===== src/hw/rtl/lse_pkg.sv =====
package lse_pkg;

  // Configuration port geometry.
  localparam int CFG_IDX_W = 3;
  localparam int CFG_W     = 12;

  // Register indexes on the configuration port.
  localparam logic [CFG_IDX_W-1:0] CFG_WINDOW_SIZE  = 3'd0;
  localparam logic [CFG_IDX_W-1:0] CFG_ROW_WIDTH    = 3'd1;
  localparam logic [CFG_IDX_W-1:0] CFG_FRAME_ROWS   = 3'd2;
  localparam logic [CFG_IDX_W-1:0] CFG_ENHANCE_GAIN = 3'd3;
  localparam logic [CFG_IDX_W-1:0] CFG_MEAN_LIMIT   = 3'd4;
  localparam logic [CFG_IDX_W-1:0] CFG_SD_LOW       = 3'd5;
  localparam logic [CFG_IDX_W-1:0] CFG_SD_HIGH      = 3'd6;

  // Register reset values.
  localparam logic [3:0]  RST_WINDOW_SIZE  = 4'd9;
  localparam logic [9:0]  RST_ROW_WIDTH    = 10'd368;
  localparam logic [9:0]  RST_FRAME_ROWS   = 10'd248;
  localparam logic [7:0]  RST_ENHANCE_GAIN = 8'd64;
  localparam logic [11:0] RST_THRESHOLD    = 12'd0;

  // Frame height limit and the row counter width it implies.
  localparam int MAX_ROWS = 512;
  localparam int ROW_W    = 9;
  localparam int ROWS_W   = 10;

  // Quotient bits produced by the divider (mean and deviation are 8 bits).
  localparam int QUOT_W = 8;

  typedef enum logic [3:0] {
    S_IDLE,
    S_RD,
    S_SQ,
    S_CTR,
    S_MUL1,
    S_MUL2,
    S_ROOT_GO,
    S_ROOT_WAIT,
    S_DIVM_GO,
    S_DIVM_WAIT,
    S_DIVS_GO,
    S_DIVS_WAIT,
    S_ENH,
    S_OUT
  } lse_state_t;

endpackage


===== src/hw/rtl/lse_div.sv =====
// Restoring divider for quotients known to fit in QUOT_W bits.
module lse_div import lse_pkg::*; #(
  parameter int N_W = 7,
  parameter int D_W = 15
) (
  input  logic              clk,
  input  logic              rst_n,
  input  logic              start,
  input  logic [D_W-1:0]    dividend,
  input  logic [N_W-1:0]    divisor,
  output logic              done,
  output logic [QUOT_W-1:0] quot
);

  localparam int CNT_W = $clog2(QUOT_W + 1);

  logic              busy_r;
  logic              done_r;
  logic [CNT_W-1:0]  cnt_r;
  logic [D_W-1:0]    rem_r;
  logic [D_W-1:0]    dsh_r;
  logic [QUOT_W-1:0] quot_r;

  always_ff @(posedge clk) begin
    if (!rst_n) begin
      busy_r <= 1'b0;
      done_r <= 1'b0;
      cnt_r  <= '0;
    end else begin
      done_r <= 1'b0;
      if (start) begin
        busy_r <= 1'b1;
        cnt_r  <= CNT_W'(QUOT_W);
        rem_r  <= dividend;
        dsh_r  <= D_W'(divisor) << (QUOT_W - 1);
        quot_r <= '0;
      end else if (busy_r) begin
        if (rem_r >= dsh_r) begin
          rem_r  <= rem_r - dsh_r;
          quot_r <= {quot_r[QUOT_W-2:0], 1'b1};
        end else begin
          quot_r <= {quot_r[QUOT_W-2:0], 1'b0};
        end
        dsh_r <= dsh_r >> 1;
        cnt_r <= cnt_r - 1'b1;
        if (cnt_r == CNT_W'(1)) begin
          busy_r <= 1'b0;
          done_r <= 1'b1;
        end
      end
    end
  end

  assign done = done_r;
  assign quot = quot_r;

endmodule


===== config.mk =====
export PLATFORM = sky130hd
export DESIGN_NAME = lse_div
export DESIGN_NICKNAME = d
export VERILOG_FILES = /design/src/hw/rtl/lse_pkg.sv /design/src/hw/rtl/lse_div.sv
export SDC_FILE = /design/constraint.sdc
export NUM_CORES = 1
export LEC_CHECK = 0
export ABC_AREA = 0
export BUFFER_PORTS_ARGS = -buffer_cell sky130_fd_sc_hd__buf_4
export CORE_MARGIN = 8
export CORE_UTILIZATION = 42
export CTS_CLUSTER_DIAMETER = 200
export DETAILED_ROUTE_END_ITERATION = 8
export PLACE_DENSITY = 0.71
export RECOVER_POWER = 50
export SLEW_MARGIN = 10
export SYNTH_ARGS = -nofsm -noshare
export SYNTH_HDL_FRONTEND = slang
export SYNTH_SLANG_ARGS = --single-unit

===== constraint.sdc =====
create_clock -name clk -period 6.4 [get_ports clk]
set_input_delay 0.64 -clock clk [delete_from_list [all_inputs] [get_ports clk]]
set_output_delay 0.64 -clock clk [all_outputs]
set_load 0.01 [all_outputs]

==> results.json <==
{
  "drt-wirelength-per-cell_um": 13.7,
  "power_mw": 0.672,
  "via_count": 1748,
  "wl_um": 4630,
  "track_usage_pct": 11.6,
  "drive_above_1_share_pct": 14.0,
  "synth-adder-area-share_pct": 9.02,
  "layout_min_cycle_time_ps": 3720,
  "final_cell_mix": "edfxtp_1 (37), nand2_1 (27), o21ai_0 (23), buf_4 (23), inv_1 (20)",
  "crit_type": "in2reg",
  "max_slew.worst_pin.slew_ps": 2300,
  "overflow": 0,
  "nNetsFinal": 306,
  "grt_first_pass_wirelength_um": 7980,
  "fillers": 514,
  "synthesis.area_um2": 2440,
  "critical_path.max_fanout": 63,
  "setup_tns_ps": 0,
  "syn_nets": 275,
  "hold_depth": 2,
  "post_dp_cell_area_um2": 2730,
  "hold_class": "reg2reg",
  "slew_violations": 64,
  "cts_made_buffers": 5,
  "ctsHoldBuffers": 0,
  "post_cts_buffers": 0,
  "yosysSeqAreaShare_pct": 50.4,
  "place_hpwl_um": 3310,
  "antenna_found_initial": 0,
  "powerDensity_nw_per_um2": 242,
  "ys_async_sr_fraction_pct": 0,
  "cp.arrival_ps": 3650,
  "violations": "capacitance limit, slew limit",
  "worst_hold_slack_ps": 520,
  "synth_edf_count": 37,
  "chipWidth_um": 92.3,
  "post-route-util_pct": 49.9,
  "rows": 27,
  "grt_pass1_vias": 1794,
  "final_common_cell": "edfxtp_1",
  "yosys_warnings": 0,
  "setup_violations": 0,
  "final_area_um2": 2780,
  "crit_start": "start",
  "ys_seq_elements": 43,
  "synth_top_family_by_area": "compound AO/OA/AOI/OAI gates",
  "antenna_left": 0,
  "core_region_area_um2": 5570,
  "status": "complete, but fails checks",
  "skew_ps": 10.5,
  "peakVddDrop_mv": 0.119,
  "avgSynthCellArea_um2": 10.5,
  "synthSimpleGateAreaFrac_pct": 14.1,
  "synth_mux_area_share_pct": 1.28,
  "max_freq_mhz": 269,
  "die-area_um2": 8510,
  "rsz0062_at_grt": "no",
  "cts.sinks": 43,
  "synth_cell_types": 43,
  "maxCapViolCount": 1,
  "cp.required_ps": 6330,
  "diodes": 0,
  "path_clk_slew_ps": 80,
  "finalCritPeriodShare_pct": 58.1,
  "slew_headroom_pct": -53.2,
  "numPortBuffers": 33,
  "r2r_cells": 7,
  "synthFlopType": "edfxtp_1",
  "via_per_inst": 5.19,
  "netlist_instances": 233,
  "start_util_pct": 43.8,
  "clock_latency_ps": 310,
  "ios": 34,
  "root_buffer": "clkbuf_8",
  "start_kind": "input port",
  "syn_to_final_growth_pct": 13.9,
  "gp_congestion": 0.815,
  "firstDrtPassIters": 4,
  "min_from": "cnt_r[1]$_SDFFE_PP0P_",
  "synth-xor-area-share_pct": 4.66,
  "end_kind": "flop",
  "reg2reg_from": "dsh_r[7]$_DFFE_PP_",
  "cts_htree_levels": 2,
  "hold_viol_final": 0,
  "die_h_um": 92.3,
  "synth-compound-area-share_pct": 15.2,
  "drc": 0,
  "p_leak_nw": 1.16,
  "clockBufferDepth": 2,
  "drt_iter0_markers": 141,
  "ctsResizeCount": 0,
  "grt_max_degree": 64,
  "cts_tree": "yes"
}
## report_power, final
part           internal (mW)  leakage [nW]  switching, mW
combinational         0.0696         0.713         0.0871
clock                 0.0760        0.0402         0.0988
sequential             0.332         0.406        0.00815
total                  0.478          1.16          0.194
## registers in the layout, indices dropped and copies added (netlist names)
signal,count
rem_r,15
dsh_r,14
quot,8
cnt_r,4
busy_r,1
done,1
## cell type report
type	instances	area, µm²	share of cell area, %
Timing Repair Buffer	33	210	7.56
Inverter	20	75.1	2.70
Multi-Input combinational cell	161	1090	39.0
Tap cell	72	90.1	3.24
Clock buffer	5	68.8	2.47
Clock inverter	3	20.0	0.720
Sequential cell	43	1230	44.3
## worst max-delay path, cell delays in order
cell and delay [ps]:
clkbuf_1 1600, o21ai_0 530, inv_1 840
## through the flow
stage / instances / setup slack, ps
final: 337 / 2680
after detailed placement: 329 / 3480
after CTS: 337 / 3460
after global placement: 329 / 3570
after global routing: 337 / 2070
after floorplan: 233 / 3530
## per-layer routing
layer  wire, µm  part of all wire (%)  vias to the layer above  track usage, %
met5          0                     0                        -               0
met4        107                   2.3                        0            6.31
met3        202                   4.4                        9            2.53
met2       2150                    46                       39            18.6
met1       2170                    47                      810            14.3
li1           -                     -                      890               -
## worst paths after layout
check	end	slack [ps]
max	dsh_r[9]$_DFFE_PP_	2680
min	cnt_r[1]$_SDFFE_PP0P_	520
min reg2reg	cnt_r[1]$_SDFFE_PP0P_	520
max reg2reg	rem_r[0]$_DFFE_PP_	3480
## cell usage after synthesis, types with 2 or more instances
| master | count | area share [%] |
|---|---|---|
| edfxtp_1 | 37 | 45 |
| nand2_1 | 27 | 4.1 |
| o21ai_0 | 23 | 4.7 |
| inv_1 | 20 | 3.1 |
| ha_1 | 16 | 8.2 |
| nor2_1 | 16 | 2.5 |
| nor2b_1 | 9 | 2.3 |
| a21oi_1 | 8 | 1.6 |
| a21o_1 | 7 | 2.2 |
| xnor2_1 | 7 | 2.5 |
| dfxtp_1 | 6 | 4.9 |
| xor2_1 | 6 | 2.2 |
| clkbuf_1 | 5 | 0.77 |
| nand2b_1 | 3 | 0.77 |
| nor3_1 | 3 | 0.61 |
| a211oi_1 | 2 | 0.61 |
| a221oi_2 | 2 | 1.2 |
| a31oi_1 | 2 | 0.51 |
| and2_1 | 2 | 0.51 |
| and3_1 | 2 | 0.51 |
| buf_6 | 2 | 0.92 |
| mux2i_1 | 2 | 0.82 |
| nand3_1 | 2 | 0.41 |
| nor3b_1 | 2 | 0.61 |
| nor4b_1 | 2 | 0.72 |
| o21bai_1 | 2 | 0.61 |
| o31ai_1 | 2 | 0.61 |
## cell families after synthesis
| group | count (synthesis) |
|---|---|
| adder cells (fa/ha/maj) | 17 |
| XOR/XNOR | 13 |
| flip-flops | 43 |
| buffers and inverters | 29 |
| multiplexers | 3 |
| AO/OA/AOI/OAI | 57 |
| AND/OR/NAND/NOR | 71 |
(Power assumes the default switching activity.)
