## config.mk

```make
export PLATFORM = sky130hd
export DESIGN_NAME = lse_root
export DESIGN_NICKNAME = d
export VERILOG_FILES = /design/src/hw/rtl/lse_pkg.sv /design/src/hw/rtl/lse_root.sv
export SDC_FILE = /design/constraint.sdc
export NUM_CORES = 1
export LEC_CHECK = 0
export ABC_AREA = 0
export ABC_CLOCK_PERIOD_IN_PS = 7500
export BUFFER_PORTS_ARGS = -buffer_cell sky130_fd_sc_hd__buf_2
export CORE_MARGIN = 2
export CORE_UTILIZATION = 60
export CTS_CLUSTER_SIZE = 14
export DETAILED_ROUTE_END_ITERATION = 8
export PLACE_DENSITY_LB_ADDON = 0.2
export RECOVER_POWER = 25
export SLEW_MARGIN = 40
export SYNTH_ARGS = -nofsm -noshare
export SYNTH_HDL_FRONTEND = slang
export SYNTH_SLANG_ARGS = --single-unit
```

## constraint.sdc

```tcl
create_clock -name clk -period 7.5 [get_ports clk]
set_input_delay 0 -clock clk [delete_from_list [all_inputs] [get_ports clk]]
set_output_delay 0 -clock clk [all_outputs]
set_load 0.02 [all_outputs]
```

## src/hw/rtl/lse_pkg.sv

```systemverilog
package lse_pkg;

  // Configuration port geometry.
  localparam int CFG_IDX_W = 3;
  localparam int CFG_W     = 12;

  // Register indexes on the configuration port.
  localparam logic [CFG_IDX_W-1:0] CFG_WINDOW_SIZE  = 3'd0;
  localparam logic [CFG_IDX_W-1:0] CFG_ROW_WIDTH    = 3'd1;
  localparam logic [CFG_IDX_W-1:0] CFG_FRAME_ROWS   = 3'd2;
  localparam logic [CFG_IDX_W-1:0] CFG_ENHANCE_GAIN = 3'd3;
  localparam logic [CFG_IDX_W-1:0] CFG_MEAN_LIMIT   = 3'd4;
  localparam logic [CFG_IDX_W-1:0] CFG_SD_LOW       = 3'd5;
  localparam logic [CFG_IDX_W-1:0] CFG_SD_HIGH      = 3'd6;

  // Register reset values.
  localparam logic [3:0]  RST_WINDOW_SIZE  = 4'd9;
  localparam logic [9:0]  RST_ROW_WIDTH    = 10'd368;
  localparam logic [9:0]  RST_FRAME_ROWS   = 10'd248;
  localparam logic [7:0]  RST_ENHANCE_GAIN = 8'd64;
  localparam logic [11:0] RST_THRESHOLD    = 12'd0;

  // Frame height limit and the row counter width it implies.
  localparam int MAX_ROWS = 512;
  localparam int ROW_W    = 9;
  localparam int ROWS_W   = 10;

  // Quotient bits produced by the divider (mean and deviation are 8 bits).
  localparam int QUOT_W = 8;

  typedef enum logic [3:0] {
    S_IDLE,
    S_RD,
    S_SQ,
    S_CTR,
    S_MUL1,
    S_MUL2,
    S_ROOT_GO,
    S_ROOT_WAIT,
    S_DIVM_GO,
    S_DIVM_WAIT,
    S_DIVS_GO,
    S_DIVS_WAIT,
    S_ENH,
    S_OUT
  } lse_state_t;

endpackage

```

## src/hw/rtl/lse_root.sv

```systemverilog
// Iterative integer square root, one result bit per cycle.
module lse_root import lse_pkg::*; #(
  parameter int X_W = 30,
  parameter int R_W = 15
) (
  input  logic           clk,
  input  logic           rst_n,
  input  logic           start,
  input  logic [X_W-1:0] x,
  output logic           done,
  output logic [R_W-1:0] root
);

  localparam int CNT_W = $clog2(R_W + 1);

  logic             busy_r;
  logic             done_r;
  logic [CNT_W-1:0] cnt_r;
  logic [X_W-1:0]   rem_r;
  logic [X_W-1:0]   acc_r;
  logic [X_W-1:0]   bit_r;
  logic [X_W:0]     trial;

  assign trial = {1'b0, acc_r} + {1'b0, bit_r};

  always_ff @(posedge clk) begin
    if (!rst_n) begin
      busy_r <= 1'b0;
      done_r <= 1'b0;
      cnt_r  <= '0;
    end else begin
      done_r <= 1'b0;
      if (start) begin
        busy_r <= 1'b1;
        cnt_r  <= CNT_W'(R_W);
        rem_r  <= x;
        acc_r  <= '0;
        bit_r  <= X_W'(1) << (2 * (R_W - 1));
      end else if (busy_r) begin
        if ({1'b0, rem_r} >= trial) begin
          rem_r <= rem_r - trial[X_W-1:0];
          acc_r <= (acc_r >> 1) + bit_r;
        end else begin
          acc_r <= acc_r >> 1;
        end
        bit_r <= bit_r >> 2;
        cnt_r <= cnt_r - 1'b1;
        if (cnt_r == CNT_W'(1)) begin
          busy_r <= 1'b0;
          done_r <= 1'b1;
        end
      end
    end
  end

  assign done = done_r;
  assign root = acc_r[R_W-1:0];

endmodule

```

==> results of run 1 <==
## critical path, stage by stage, from the launching register on
cell and delay (ns):
edfxtp_1 0.48, ha_1 0.39, a31oi_1 0.30, o21ai_0 0.33, a211o_1 0.41, a21oi_1 0.21, o21bai_1 0.13, a31oi_1 0.21
xor2_1 0.25, ha_1 0.36, nand3_1 0.17, o22ai_1 0.08, or3_1 0.31, a31o_2 0.27, a2111oi_2 0.31, a211o_1 0.16
buf_4 0.43, mux2i_1 0.25, nor2_1 0.06
## flip-flops by register name, summed over array words and instances, names as in the netlist
register and count:
cnt_r 4, done 1, busy_r 1, acc_r 30
bit_r 15, rem_r 30
## cell type report
| cell class | count | area, sq um |
|---|---|---|
| well taps | 143 | 178.9 |
| fillers | 887 | 3593 |
| repair buffers | 82 | 541.8 |
| clock buffers | 11 | 232.7 |
| clock inverters | 5 | 105.1 |
| inverters | 22 | 82.58 |
| multi-input cells | 614 | 4165 |
| flip-flops and latches | 81 | 2372 |
## repair_timing
item,in CTS,in global routing
setup buffers,0,0
hold buffers,30,0
endpoints found under the hold margin,34,0
## cell usage in the layout, fill, tap and decap left out, types with 22 or more instances in the layout
| master | count |
|---|---|
| ha_1 | 64 |
| a31oi_1 | 22 |
| nand2_1 | 81 |
| dlygate4sd3_1 | 30 |
| nor2_1 | 53 |
| xor2_1 | 29 |
| buf_2 | 31 |
| xnor2_1 | 35 |
| edfxtp_1 | 75 |
| o21ai_0 | 60 |
| a21oi_1 | 56 |
| nor2b_1 | 22 |
## cell families after synthesis
family | count (synthesis) | share of synthesized area (%)
buf+inv | 58 | 4.551
fa+ha+maj | 65 | 11.99
xor+xnor | 64 | 8.189
mux | 16 | 2.376
compound gates | 236 | 22.13
flops | 81 | 34.66
simple gates | 233 | 16.10
## through the flow
| stage | instance area [sq um] | total power, mW | util (%) | setup WS [ns] | std cells |
|---|---|---|---|---|---|
| 3_5_place_dp | 7069 | 1.420 | 62.72 | 2.113 | 912 |
| 3_3_place_gp | 7069 | 1.397 | 62.72 | 2.396 | 912 |
| 6_report | 7679 | 1.955 | 68.12 | 1.987 | 958 |
| 5_1_grt | 7679 | 2.076 | 68.12 | 1.573 | 958 |
| 4_1_cts | 7707 | 1.953 | 68.38 | 2.062 | 958 |
| 2_1_floorplan | 6845 | 1.276 | - | 1.809 | 753 |
## metal layers
layer / global-route usage (%) / vias up / part of all wire, %
li1: - / 2904 / -
met1: 32.56 / 2771 / 43
met2: 47.98 / 161 / 51
met3: 3.991 / 33 / 4.1
met4: 12.00 / 0 / 2.7
met5: 0 / - / 0
## worst max-delay path by stage
| stage | start | end | cells past startpoint |
|---|---|---|---|
| 3_5_place_dp | acc_r[2]$_SDFFCE_PP0P_ | rem_r[9]$_DFFE_PP_ | 18 |
| 6_report | acc_r[2]$_SDFFCE_PP0P_ | acc_r[2]$_SDFFCE_PP0P_ | 18 |
| 5_1_grt | acc_r[2]$_SDFFCE_PP0P_ | acc_r[2]$_SDFFCE_PP0P_ | 18 |
| 3_3_place_gp | acc_r[2]$_SDFFCE_PP0P_ | rem_r[9]$_DFFE_PP_ | 18 |
| 4_1_cts | acc_r[2]$_SDFFCE_PP0P_ | rem_r[6]$_DFFE_PP_ | 18 |
| 2_1_floorplan | acc_r[2]$_SDFFCE_PP0P_ | rem_r[0]$_DFFE_PP_ | 18 |
## report_power, final
part	switching, mW	internal, mW	leakage, nW	total, mW
combinational	0.479	0.345	2.09	0.824
sequential	0.0470	0.571	0.772	0.618
clock	0.187	0.326	0.156	0.513
total	0.713	1.24	3.02	1.95
==> results.md, run 1 <==
* Hold Startpoint: x[17]
* Synth top cells by count: 81 x nand2_1, 75 x edfxtp_1, 64 x ha_1
* Total grt overflow at 0
* Row cnt at 39
* Seq cells post-synth at 81
* Fmax at 181.4 MHz
* Power Density at 254.6 nW/um^2
* First-pass GRT wire length at 26.79 mm
* Clock sinks at 81
* Clock slew at reported path FFs at 0.06 ns
* Initial Utilization at 60.73%
* Outcome: complete, but fails checks
* Port bufs at 48
* CTS max path bufs at 2
* Cell variety after synth at 60
* EDFF count, synth at 75
* Yosys Warn Count at 0
* Fin nets at 908
* Drt first pass iters at 5
* CP Launch Type: flop
* Routed WL per cell at 17.11 microns
* Number of H-tree levels at 3
* Fin crit period at 5.513 ns
* R2R Path Start: acc_r[2]$_SDFFCE_PP0P_
* CTS tree: done
* VDD IR max at 0.0001725 V
* CP Capture Type: flop
* Ports at 49
* R2R Setup Slk at 1.99 ns
* Clock Latency Late Sink at 0.35 ns
* Min Hold Slack at 0.01273 ns
* Avg Vias per Cell at 6.126
* Num CTS Buffers at 9
* Starting DRT DRC Count at 387
* Sequential share of the synthesized area at 34.66%
* Yosys top cell by area: edfxtp_1
* Setup Total Neg Slack at 0 ns
* Mapped Cells at 753
* Area grow syn2layout at 12.17%
* Hold Crit Depth at 2
* FF-to-FF End: acc_r[2]$_SDFFCE_PP0P_
* Tightest Pin Transition at 3.697 ns
* R2R depth at 18
* Largest net degree at the start of global routing at 90
* Via count at 5869
* Main flop type after synthesis: edfxtp_1
* Drt total wl at 16.39 mm
* Clock skew at 0.01076 ns
* Yosys top cell area share at 32.90%
* Mean area per synthesized cell at 9.091 sq um
* Syn nets at 851
* Number of global-route vias before repair at 5621
* Routed Antenna Nets at 0
* Max Cap Viol at 2
* Max-slew violations at 136
* Most frequent cell after synthesis: nand2_1
* Layout cell share with drive strength beyond 1 at 7.975%
* Crit Path Max Fanout at 47
* Die H at 110.8 microns
* Resize count post-CTS at 0
* Max-slew headroom at -146.5%
* Async SR Flop Fraction at 0%
* RSZ-0062 raised after global routing: no
* Setup CP Type: reg2reg
* Final period utilization at 73.50%
* Mapped cell area at 6845 sq um
* Final hold violations at 0
* Min-Delay Path Class: in2reg
* Die area at 12280 sq um
* Gpl congestion at 0.9749
* Endpoint arrival time on the critical path at 5.48 ns
* Critical Path RT at 7.47 ns
* Largest cells by area after synthesis: edfxtp_1 33%, ha_1 12%, xnor2_1 4.5%
* Leak at 3.015 nW
* Total track usage at 27.05%
* Setup Viol. Count Final at 0
* Core area at 11270 sq um
* CTS Root Cell: clkbuf_16
* DIE WIDTH at 110.8 microns
* Detailed placement HPWL at 11.52 mm
* Antenna Cells at 0
* Failing checks: max-capacitance violations, max-slew violations
* Antenna violations before repair at 0
* # DRC at 0
* WHS Endpoint: rem_r[17]$_DFFE_PP_
(Power assumes the default switching activity.)
==> run 2, diff against run 1 <==
--- a/config.mk
+++ b/config.mk
@@ -5,11 +5,11 @@
 export SDC_FILE = /design/constraint.sdc
 export NUM_CORES = 1
 export LEC_CHECK = 0
-export ABC_AREA = 0
-export ABC_CLOCK_PERIOD_IN_PS = 7500
+export ABC_AREA = 1
+export ABC_CLOCK_PERIOD_IN_PS = 4700
 export BUFFER_PORTS_ARGS = -buffer_cell sky130_fd_sc_hd__buf_2
 export CORE_MARGIN = 2
-export CORE_UTILIZATION = 60
+export CORE_UTILIZATION = 57
 export CTS_CLUSTER_SIZE = 14
 export DETAILED_ROUTE_END_ITERATION = 8
 export PLACE_DENSITY_LB_ADDON = 0.2
==> constraint.sdc (replaced) <==
create_clock -name clk -period 4.7 [get_ports clk]
set_input_delay 0 -clock clk [delete_from_list [all_inputs] [get_ports clk]]
set_output_delay 0 -clock clk [all_outputs]
set_load 0.02 [all_outputs]
==> results.md, run 2 <==
* Outcome: complete, no violations
* Mean area per synthesized cell at 6.653 sq um
* R2R depth at 19
* Crit Path Max Fanout at 31
* Detailed placement HPWL at 19.25 mm
* Total track usage at 31.81%
* CTS tree: done
* R2R Setup Slk at 0.25 ns
* Fmax at 224.7 MHz
* Critical Path Source: acc_r[12]$_SDFFCE_PP0P_
* Antenna violations before repair at 0
* Via count at 8564
* End-of-flow core utilization at 64.17%
* First-pass GRT wire length at 39.57 mm
* Postcts setup bufs at 0
* Drt first pass iters at 5
* # DRC at 0
* Mapped Cells at 1242
* # fillers at 1343
* RSZ-0062 raised after global routing: no
* Final period utilization at 94.70%
* VDD IR max at 0.0002429 V
* Number of global-route vias before repair at 7594
* Clock skew at 0.005461 ns
* Ports at 49
* Fin nets at 1403
* Routed Antenna Nets at 0
* Row cnt at 44
* Endpoint arrival time on the critical path at 4.55 ns
* Largest cells by area after synthesis: edfxtp_1 27%, nand2_1 18%, ha_1 9.7%
* Max-slew violations at 0
* Core area at 14370 sq um
* Routed WL per cell at 16.57 microns
* Leak at 4.338 nW
* Mapped cell area at 8263 sq um
* Max Cap Viol at 0
* Fin crit period at 4.451 ns
* Largest net degree at the start of global routing at 73
* Clock sinks at 81
* Commonest non-fill, non-tap cell in the layout: nand2_1
* Critical Path RT at 4.80 ns
* EDFF count, synth at 75
* Die H at 124.4 microns
* Num CTS Buffers at 9
* Yosys Warn Count at 0
* DIE WIDTH at 124.4 microns
* Async SR Flop Fraction at 0%
* Setup Total Neg Slack at 0 ns
* CTS max path bufs at 2
* Biggest regs: acc_r x30, rem_r x30, bit_r x15
* R2R Path Start: acc_r[12]$_SDFFCE_PP0P_
* Power Density at 377.8 nW/um^2
* CTS Root Cell: clkbuf_16
* Antenna Cells at 0
* Synth top cells by count: 394 x nand2_1, 158 x inv_1, 104 x nand3_1
* Port bufs at 48
* Area grow syn2layout at 11.58%
* Total grt overflow at 0
* Clock Latency Late Sink at 0.35 ns
* Highest-count cells in the layout ignoring fill and taps: 394 x nand2_1, 158 x inv_1, 104 x nand3_1, 102 x nor2_1, 80 x a21oi_1
* Cell variety after synth at 43
* CP Capture Type: flop
* Starting DRT DRC Count at 902
* Layout cell share with drive strength beyond 1 at 5.954%
* Min-Delay Path Class: in2reg
* Avg Vias per Cell at 5.732
* CP Launch Type: flop
* Gpl congestion at 0.9653
* FF-to-FF End: acc_r[4]$_SDFFCE_PP0P_
* Syn nets at 1340
* Max-slew headroom at 11.63%
* Main flop type after synthesis: edfxtp_1
* Yosys top cell by area: edfxtp_1
* Setup CP Type: reg2reg
* Setup Viol. Count Final at 0
* Sequential share of the synthesized area at 28.71%
* CP Capture Point: acc_r[4]$_SDFFCE_PP0P_
* Clock slew at reported path FFs at 0.06 ns
* Number of H-tree levels at 3
* Drt total wl at 24.76 mm
* Final hold violations at 0
* Seq cells post-synth at 81
* Initial Utilization at 57.51%
* Most frequent cell after synthesis: nand2_1
* Yosys top cell area share at 27.26%
* Die area at 15480 sq um
* Tightest Pin Transition at 1.326 ns
[run 2: cell count changes in the layout (fill, tap and decap cells not counted), sizes merged, moves of 21 or more]
cell / before / now
nand2: 81 / 398
inv: 21 / 161
nand3: 8 / 105
nor2: 53 / 105
nor2b: 22 / 0
a21oi: 59 / 80
[run 2: how the worst min path moves through the flow]
stage | start | to | slack [ns] | cells past startpoint
detailed placement | rst_n | cnt_r[2]$_SDFFE_PN0N_ | 0.22 | 3
global placement | rst_n | cnt_r[2]$_SDFFE_PN0N_ | 0.21 | 3
floorplan | rst_n | cnt_r[2]$_SDFFE_PN0N_ | 0.1 | 2
finish | x[29] | rem_r[29]$_DFFE_PP_ | 0.04 | 3
CTS | x[29] | rem_r[29]$_DFFE_PP_ | 0.04 | 3
global route | x[29] | rem_r[29]$_DFFE_PP_ | 0.06 | 3
[run 2: what timing repair did]
item                                   in CTS  in global routing
endpoints found under the hold margin      31                  0
hold buffers                               30                  0
setup endpoints to repair                   0                 16
resized for setup                           0                  1
[run 2: area by class of cell]
cell class | instances | area, sq um | area share (%)
tap | 184 | 230.2 | 2.497
clock inverter | 6 | 90.09 | 0.9771
timing repair buffer | 91 | 629.4 | 6.826
multi-input combinational | 962 | 5069 | 54.97
clock buffer | 10 | 229.0 | 2.483
sequential | 81 | 2372 | 25.73
inverter | 160 | 600.6 | 6.514
[run 2: cells by family (layout without fill, tap and decap cells)]
group	count (synthesis)	in the layout	share of synthesized area [%]
AO/OA/AOI/OAI	173	173	11.37
XOR/XNOR	48	48	5.088
adder cells (fa/ha/maj)	65	65	9.933
buffers and inverters	199	267	10.04
flip-flops	81	81	28.71
AND/OR/NAND/NOR	676	676	34.86
[run 2: per-layer routing]
metal  GRT usage, %  routed length, microns
met5              0                       0
met4          9.518                     596
met3          4.553                    2316
met2          47.67                   10560
met1          47.54                   11290
[run 2: metrics by stage]
step                      power (mW)  cell area (sq um)  hold WS, ns  setup slack (ns)  std cells
after floorplan                2.244               8263      0.09763            0.4683       1242
after global routing           3.716               9220      0.06007           0.01207       1494
after CTS                      3.457               9234      0.04257            0.2641       1493
final                          3.484               9220      0.04442            0.2492       1494
after global placement         2.649               8615       0.2113            0.3411       1447
after detailed placement       2.658               8615       0.2183            0.2821       1447
[run 2: critical path: stages (launching register included)]
cell,delay [ns]
edfxtp_1,0.52
ha_1,0.42
nand2_1,0.09
nor2_1,0.16
nor3b_1,0.36
nand3_1,0.14
nand3_1,0.22
a21oi_1,0.13
xor2_1,0.17
ha_1,0.37
nand2_1,0.12
nor2_1,0.15
inv_1,0.07
nor3_1,0.29
nand4_4,0.31
nand2_4,0.14
buf_6,0.26
nor2_8,0.11
nand2_1,0.08
nand2_1,0.06
[run 2: power breakdown]
| part | switching (mW) | total (mW) | internal [mW] |
|---|---|---|---|
| clock | 0.309 | 0.777 | 0.468 |
| sequential | 0.0864 | 1.00 | 0.915 |
| combinational | 1.11 | 1.71 | 0.591 |
| total | 1.51 | 3.48 | 1.97 |
